**src/hw/rtl/rsi_fifo.sv**
```systemverilog
module rsi_fifo #(
  parameter int W     = 8,
  parameter int DEPTH = 4
) (
  input  logic         clk,
  input  logic         rst_n,
  input  logic         push,
  input  logic [W-1:0] din,
  output logic         full,
  input  logic         pop,
  output logic [W-1:0] dout,
  output logic         empty
);

  localparam int PTRW = (DEPTH > 1) ? $clog2(DEPTH) : 1;
  localparam int CNTW = $clog2(DEPTH + 1);

  logic [W-1:0]    mem_r [DEPTH];
  logic [PTRW-1:0] wr_ptr_r, wr_ptr_nxt;
  logic [PTRW-1:0] rd_ptr_r, rd_ptr_nxt;
  logic [CNTW-1:0] cnt_r, cnt_nxt;
  logic            do_push, do_pop;

  assign full    = (cnt_r == CNTW'(DEPTH));
  assign empty   = (cnt_r == '0);
  assign do_push = push && !full;
  assign do_pop  = pop && !empty;
  assign dout    = mem_r[rd_ptr_r];

  always_comb begin
    wr_ptr_nxt = wr_ptr_r;
    rd_ptr_nxt = rd_ptr_r;
    if (do_push) begin
      wr_ptr_nxt = (wr_ptr_r == PTRW'(DEPTH - 1)) ? '0 : wr_ptr_r + 1'b1;
    end
    if (do_pop) begin
      rd_ptr_nxt = (rd_ptr_r == PTRW'(DEPTH - 1)) ? '0 : rd_ptr_r + 1'b1;
    end
    cnt_nxt = cnt_r + CNTW'(do_push) - CNTW'(do_pop);
  end

  always_ff @(posedge clk) begin
    if (!rst_n) begin
      wr_ptr_r <= '0;
      rd_ptr_r <= '0;
      cnt_r    <= '0;
    end else begin
      wr_ptr_r <= wr_ptr_nxt;
      rd_ptr_r <= rd_ptr_nxt;
      cnt_r    <= cnt_nxt;
    end
  end

  always_ff @(posedge clk) begin
    if (do_push) begin
      mem_r[wr_ptr_r] <= din;
    end
  end

endmodule

```
**config.mk**
```make
export PLATFORM = sky130hd
export DESIGN_NAME = rsi_fifo
export DESIGN_NICKNAME = d
export VERILOG_FILES = /design/src/hw/rtl/rsi_fifo.sv
export SDC_FILE = /design/constraint.sdc
export NUM_CORES = 1
export LEC_CHECK = 0
export ABC_AREA = 1
export BUFFER_PORTS_ARGS = -buffer_cell sky130_fd_sc_hd__buf_2
export CAP_MARGIN = 25
export CORE_ASPECT_RATIO = 0.5
export CORE_MARGIN = 5
export CORE_UTILIZATION = 56
export DETAILED_ROUTE_END_ITERATION = 8
export GPL_TIMING_DRIVEN = 0
export MAX_ROUTING_LAYER = met4
export PLACE_DENSITY = 0.84
export SLEW_MARGIN = 20
export SYNTH_ARGS = -nofsm -noshare
export SYNTH_HDL_FRONTEND = slang
export SYNTH_SLANG_ARGS = --single-unit
```
**constraint.sdc**
```tcl
create_clock -name clk -period 1.95 [get_ports clk]
set_input_delay 0.195 -clock clk [delete_from_list [all_inputs] [get_ports clk]]
set_output_delay 0.195 -clock clk [all_outputs]
set_load 0.005 [all_outputs]
```
# Yosys cells after proc, flatten, opt, wreduce, memory -nomap -nowiden
# Memory sizes are Yosys's and may differ from the RTL's. A register that Yosys moved wholly into a read port is not among the register bits.
# Index checks and enable logic that the tools add are counted.
# classes
add_sub_neg	4
multipliers	0
div_mod_pow	0
n_lt_le_gt_ge	0
eq_ne	3
shifts	0
mux	6
n_bitwise	0
n_reduce_logical	5
# ops
operator	n
$mux W2	4
$add A2 B1 Y2 const B	2
$eq A2 B2 Y1 const B	2
$add A3 B1 Y3	1
$eq A3 B3 Y1 const B	1
$logic_not A3 Y1	1
$sub A3 B1 Y3	1
$logic_and A1 B1 Y1	2
$logic_not A1 Y1	2
$mux W1	2
# word_totals
regBits	7
latchBits	0
ramBits	32
rom_bits	0
inputBits	12
out_inout_bits	10
elab_cells	22
memories	1
# mem_list
memory	words	width	rd	rd_clocked_by_memory_dff	wr	line	rtl
mem_r	4	8	1	1	1	18	logic [W-1:0] mem_r [DEPTH];

# Logic depth before layout (Yosys ltp)
# logic_depth
ltp_word	5
ltp_mapped	11
ltp_nobuf	11

# Worst setup path after synthesis
# Ideal clock, no wire load.
# synth_path
path_kind	reg2reg
startpoint	register cnt_r[1]
endpoint	register cnt_r[2]
setup_ns	0.113
arrival_time_ns	1.653
required_ns	1.837
slack_ns	0.184
stages_incl_launch_ff	11
path_buffers	0
period_less_slack_ns	1.766
path_cell_list	dfxtp_1 > nor2_1 > nand2_1 > inv_1 > nor2_1 > ha_1 > inv_1 > ha_1 > fa_1 > nor2_1 > nor2_1
# synth_between
elab_cells_between_ends	8
cone_classes	add/sub (2); eq/ne (1); reduce/logical (5)
# synth_lines
item	line	rtl
start, declared	21	logic [CNTW-1:0] cnt_r, cnt_nxt;
start signal, assigned	50	cnt_r <= cnt_nxt;
$logic_not A3 Y1	25	assign empty = (cnt_r == '0);
via empty	12	output logic empty
$logic_not A1 Y1	27	assign do_pop = pop && !empty;
$logic_and A1 B1 Y1	27	
$sub A3 B1 Y3	39	cnt_nxt = cnt_r + CNTW'(do_push) - CNTW'(do_pop);
# The timed path passes the listed nets, and every way through them passes these cells.
# A chain may end at the register's enable or synchronous reset.

# Worst setup path in the final report
# layout_path
startpoint	register cnt_r[0]
endpoint	register cnt_r[2]
# layout_between
elab_chain_cells	5
elab_cells_between_ends	8
cone_classes	add/sub (2); eq/ne (1); reduce/logical (5)
# layout_rtl
item	line	rtl
$eq A3 B3 Y1	24	assign full = (cnt_r == CNTW'(DEPTH));
$logic_not A1 Y1	26	assign do_push = push && !full;
$logic_and A1 B1 Y1	26	
$add A3 B1 Y3	39	
$sub A3 B1 Y3 (*)	39	
# Mark *: on every way between the ends. The rest lies on a longest branch, timed or not.

==> impl_results.md <==
- Routed Antenna Nets: 0
- Synth Area in Adders: 6.39%
- VDD IR-drop max: 0.632 mV
- Via count: 1069
- Reg-to-reg endpoint: cnt_r[2]
- Setup crit end kind: flop
- First-pass DRT Iterations: 4
- Post-synthesis cell count: 142
- DR vias/cell: 5.04
- Critical path class: flop to flop
- Worst Path Required: 2.14 ns
- Reg power frac: 41.9%
- Max incr delay on CP: 0.38 ns
- Synthesized flop and latch total: 41
- EDFF count, synth: 32
- Root Buffer Master: clkbuf_8
- CTS tree: built
- Max_cap viols: 0
- DP HPWL: 1920 um
- Non-filler cells, final: 212
- Final nets: 191
- Largest family of logic cells by synthesized area: simple AND/OR/NAND/NOR gates
- Part of the cycle the worst path needs: 91.1%
- Initial drt markers: 90
- Slowest CP cell: fa_1
- Fill cells: 213
- Total GRT Usage: 16.0%
- CTS H-tree lvls: 2
- Count of final setup violators: 0
- Core box area: 0.00294 mm2
- Syn_nets: 162
- PD cells: 1420 mW/mm2
- Synth top area share: 57.1%
- Hold Crit Start: din[3]
- Routed WL: 2960 um
- Max Buffers Root-to-Sink: 2
- Fmax: 563 MHz
- YS warnings: 0
- Synth Area in Compound Gates: 8.77%
- R2r startpoint: cnt_r[0]
- Post-Synth Simple-Gate Area: 11.4%
- Placed insts: 203
- Initial Utilization: 57.2%
- Clock share of power: 28.6%
- Tmin final: 1.78 ns
- End of the worst hold path: mem_r[3][3]
- Max-slew headroom: 48.2%
- Sw frac: 30.6%
- Seq/Total Area, Yosys: 67.8%
- Mux cell area share after synthesis: 0%
- Layout cells sized above 1: 24.4%
- Hold WS: 0.110 ns
- Die ar.: 0.00427 mm2
- Fin. Hold Viols: 0
- Most frequent cells after synthesis: edfxtp_1 (32), nor2_1 (29), inv_1 (16), nand2_1 (12), o21ai_0 (12)
- Clock Sinks: 41
- Max-slew violations: 0
- Final Skew: 0.00845 ns
- First-pass GRT wire length: 4840 um
- Total gr overflow: 0
- Fin util: 67.8%
- Syn avg cell area: 11.9 um2
- Multi-input combinational cell area: 465 um2
- Antenna violations before repair: 0
- Die Wd: 87.5 um
- Clock transition at path regs: 0.08 ns
- Worst min-delay path class: input pin to flop
- Area leader, netlist: edfxtp_1
- CP startpoint kind: flop
- Vias in the first global route: 1057
- Run status: completed
- R2R cell count: 9
- Sw Pwr: 0.000865 W
- Pwr Total: 0.00283 W
- Cells along the critical path: nor2_2, nand2_1, nand2_4, ha_1, inv_1, ha_1, fa_1, nor2_1, nor2_1
- Largest net degree at the start of global routing: 15
- Post-Synth XOR/XNOR Area: 0.520%
- RePlAce Congestion: 0.738
- Comb pwr share: 29.4%
- Async SR Flop Fraction: 0%
- Synth Flop Type: edfxtp_1
- Int Power: 0.00196 W
- Site Rows: 14
- Drt wl/cell: 13.9 um
- Clock Latency Late Sink: 0.29 ns
- Hold path cells: 1
- DIE HEIGHT: 48.8 um
- Register area: 0.00114 mm2
- Pleak: 0.817 nW
- Count leader, synth: edfxtp_1
- # DRC: 0
- Layout area overhead: 18.5%
- IO Pins: 22
- Cell types occupying the most area after synthesis: edfxtp_1 (57%), dfxtp_1 (11%), nor2_1 (6.5%)
- Worst-path maximum fanout: 9
- Diodes inserted: 0
- Synth cell types: 20
- Worst Tran Pin Value: 0.774 ns
- Total CTS buffers: 5
- WP data arrival: 1.96 ns
- PortBufs: 21
- Post-Syn Area: 0.00168 mm2
- R2r setup slk: 0.17 ns
-- metrics by stage --
| stage | setup TNS, ns | cell area, um2 | setup WS [ns] |
|---|---|---|---|
| final | 0 | 1990 | 0.174 |
| after global routing | -0.000972 | 1990 | -0.000972 |
| after CTS | 0 | 1980 | 0.0444 |
| after detailed placement | 0 | 1840 | 0.0601 |
| after global placement | 0 | 1840 | 0.102 |
| after floorplan | 0 | 1680 | 0.184 |
-- critical path: cells and delay by family, from the launching register on --
family	cells	cell delay, ns
buffers and inverters	1	0.04
adder cells (fa/ha/maj)	3	0.85
AND/OR/NAND/NOR	5	0.44
flip-flops	1	0.36
-- cells by family after synthesis --
logic type / count (synthesis)
buffers and inverters: 19
flip-flops: 41
XOR/XNOR: 1
AO/OA/AOI/OAI: 26
adder cells (fa/ha/maj): 8
AND/OR/NAND/NOR: 47
-- power by group through the flow --
stage | clock (W) | combinational, W | sequential (W)
final | 0.000810 | 0.000833 | 0.00119
after global routing | 0.000878 | 0.000956 | 0.00120
after global placement | 0 | 0.000754 | 0.00120
after CTS | 0.000820 | 0.000804 | 0.00118
after floorplan | 0 | 0.000534 | 0.00117
after detailed placement | 0 | 0.000793 | 0.00120
-- flip-flops by register name, indices dropped and copies added, names as in the netlist, named ones only --
name and flops:
rd_ptr_r 2, mem_r 32, cnt_r 3, wr_ptr_r 2
-- repair_timing --
action / in CTS / in global routing
hold buffers: 0 / 0
resized for setup: 0 / 4
endpoints found under the setup margin: 0 / 2
setup buffers: 0 / 1
-- cells in the final DEF (no fill, tap or decap) --
cell,netlist,routed
edfxtp_1,32,32
ha_1,7,7
bufinv_16,0,2
inv_2,1,1
or2_2,1,1
dfxtp_2,0,1
xnor2_1,1,1
buf_6,2,2
fa_1,1,1
o21ai_0,12,12
o21ai_1,2,2
nand2_1,12,11
nand2_4,0,1
nand3_1,1,1
nand3b_1,1,1
nand2_2,1,1
inv_6,0,1
buf_4,0,1
clkbuf_8,0,5
nor2_2,2,3
dfxtp_1,9,8
nor2_1,29,28
inv_1,16,16
o22ai_1,8,8
o21ai_2,2,2
buf_2,0,21
a21oi_1,2,2
-- layer usage --
metal / routed length, um / GRT usage, %
met2: 1530 / 26.9
met5: 0 / -
met1: 1200 / 17.5
met3: 199 / 5.25
met4: 22 / 6.12
-- cell type report --
class / count / share of cell area (%)
clock buffer: 5 / 3.45
sequential: 41 / 57.3
tap: 40 / 2.51
multi-input combinational: 82 / 23.3
inverter: 17 / 3.20
buffer: 2 / 1.13
clock inverter: 3 / 3.45
timing repair buffer: 22 / 5.65
-- worst max-delay path by stage --
stage          depth (start not counted)  startpoint       end
5_1_grt                                9    cnt_r[0]  cnt_r[1]
6_report                               9    cnt_r[0]  cnt_r[2]
3_5_place_dp                          10    cnt_r[1]  cnt_r[2]
3_3_place_gp                          10    cnt_r[1]  cnt_r[2]
4_1_cts                               10    cnt_r[1]  cnt_r[2]
2_1_floorplan                         10    cnt_r[1]  cnt_r[2]
No activity file was read; power rests on OpenSTA's default activity.
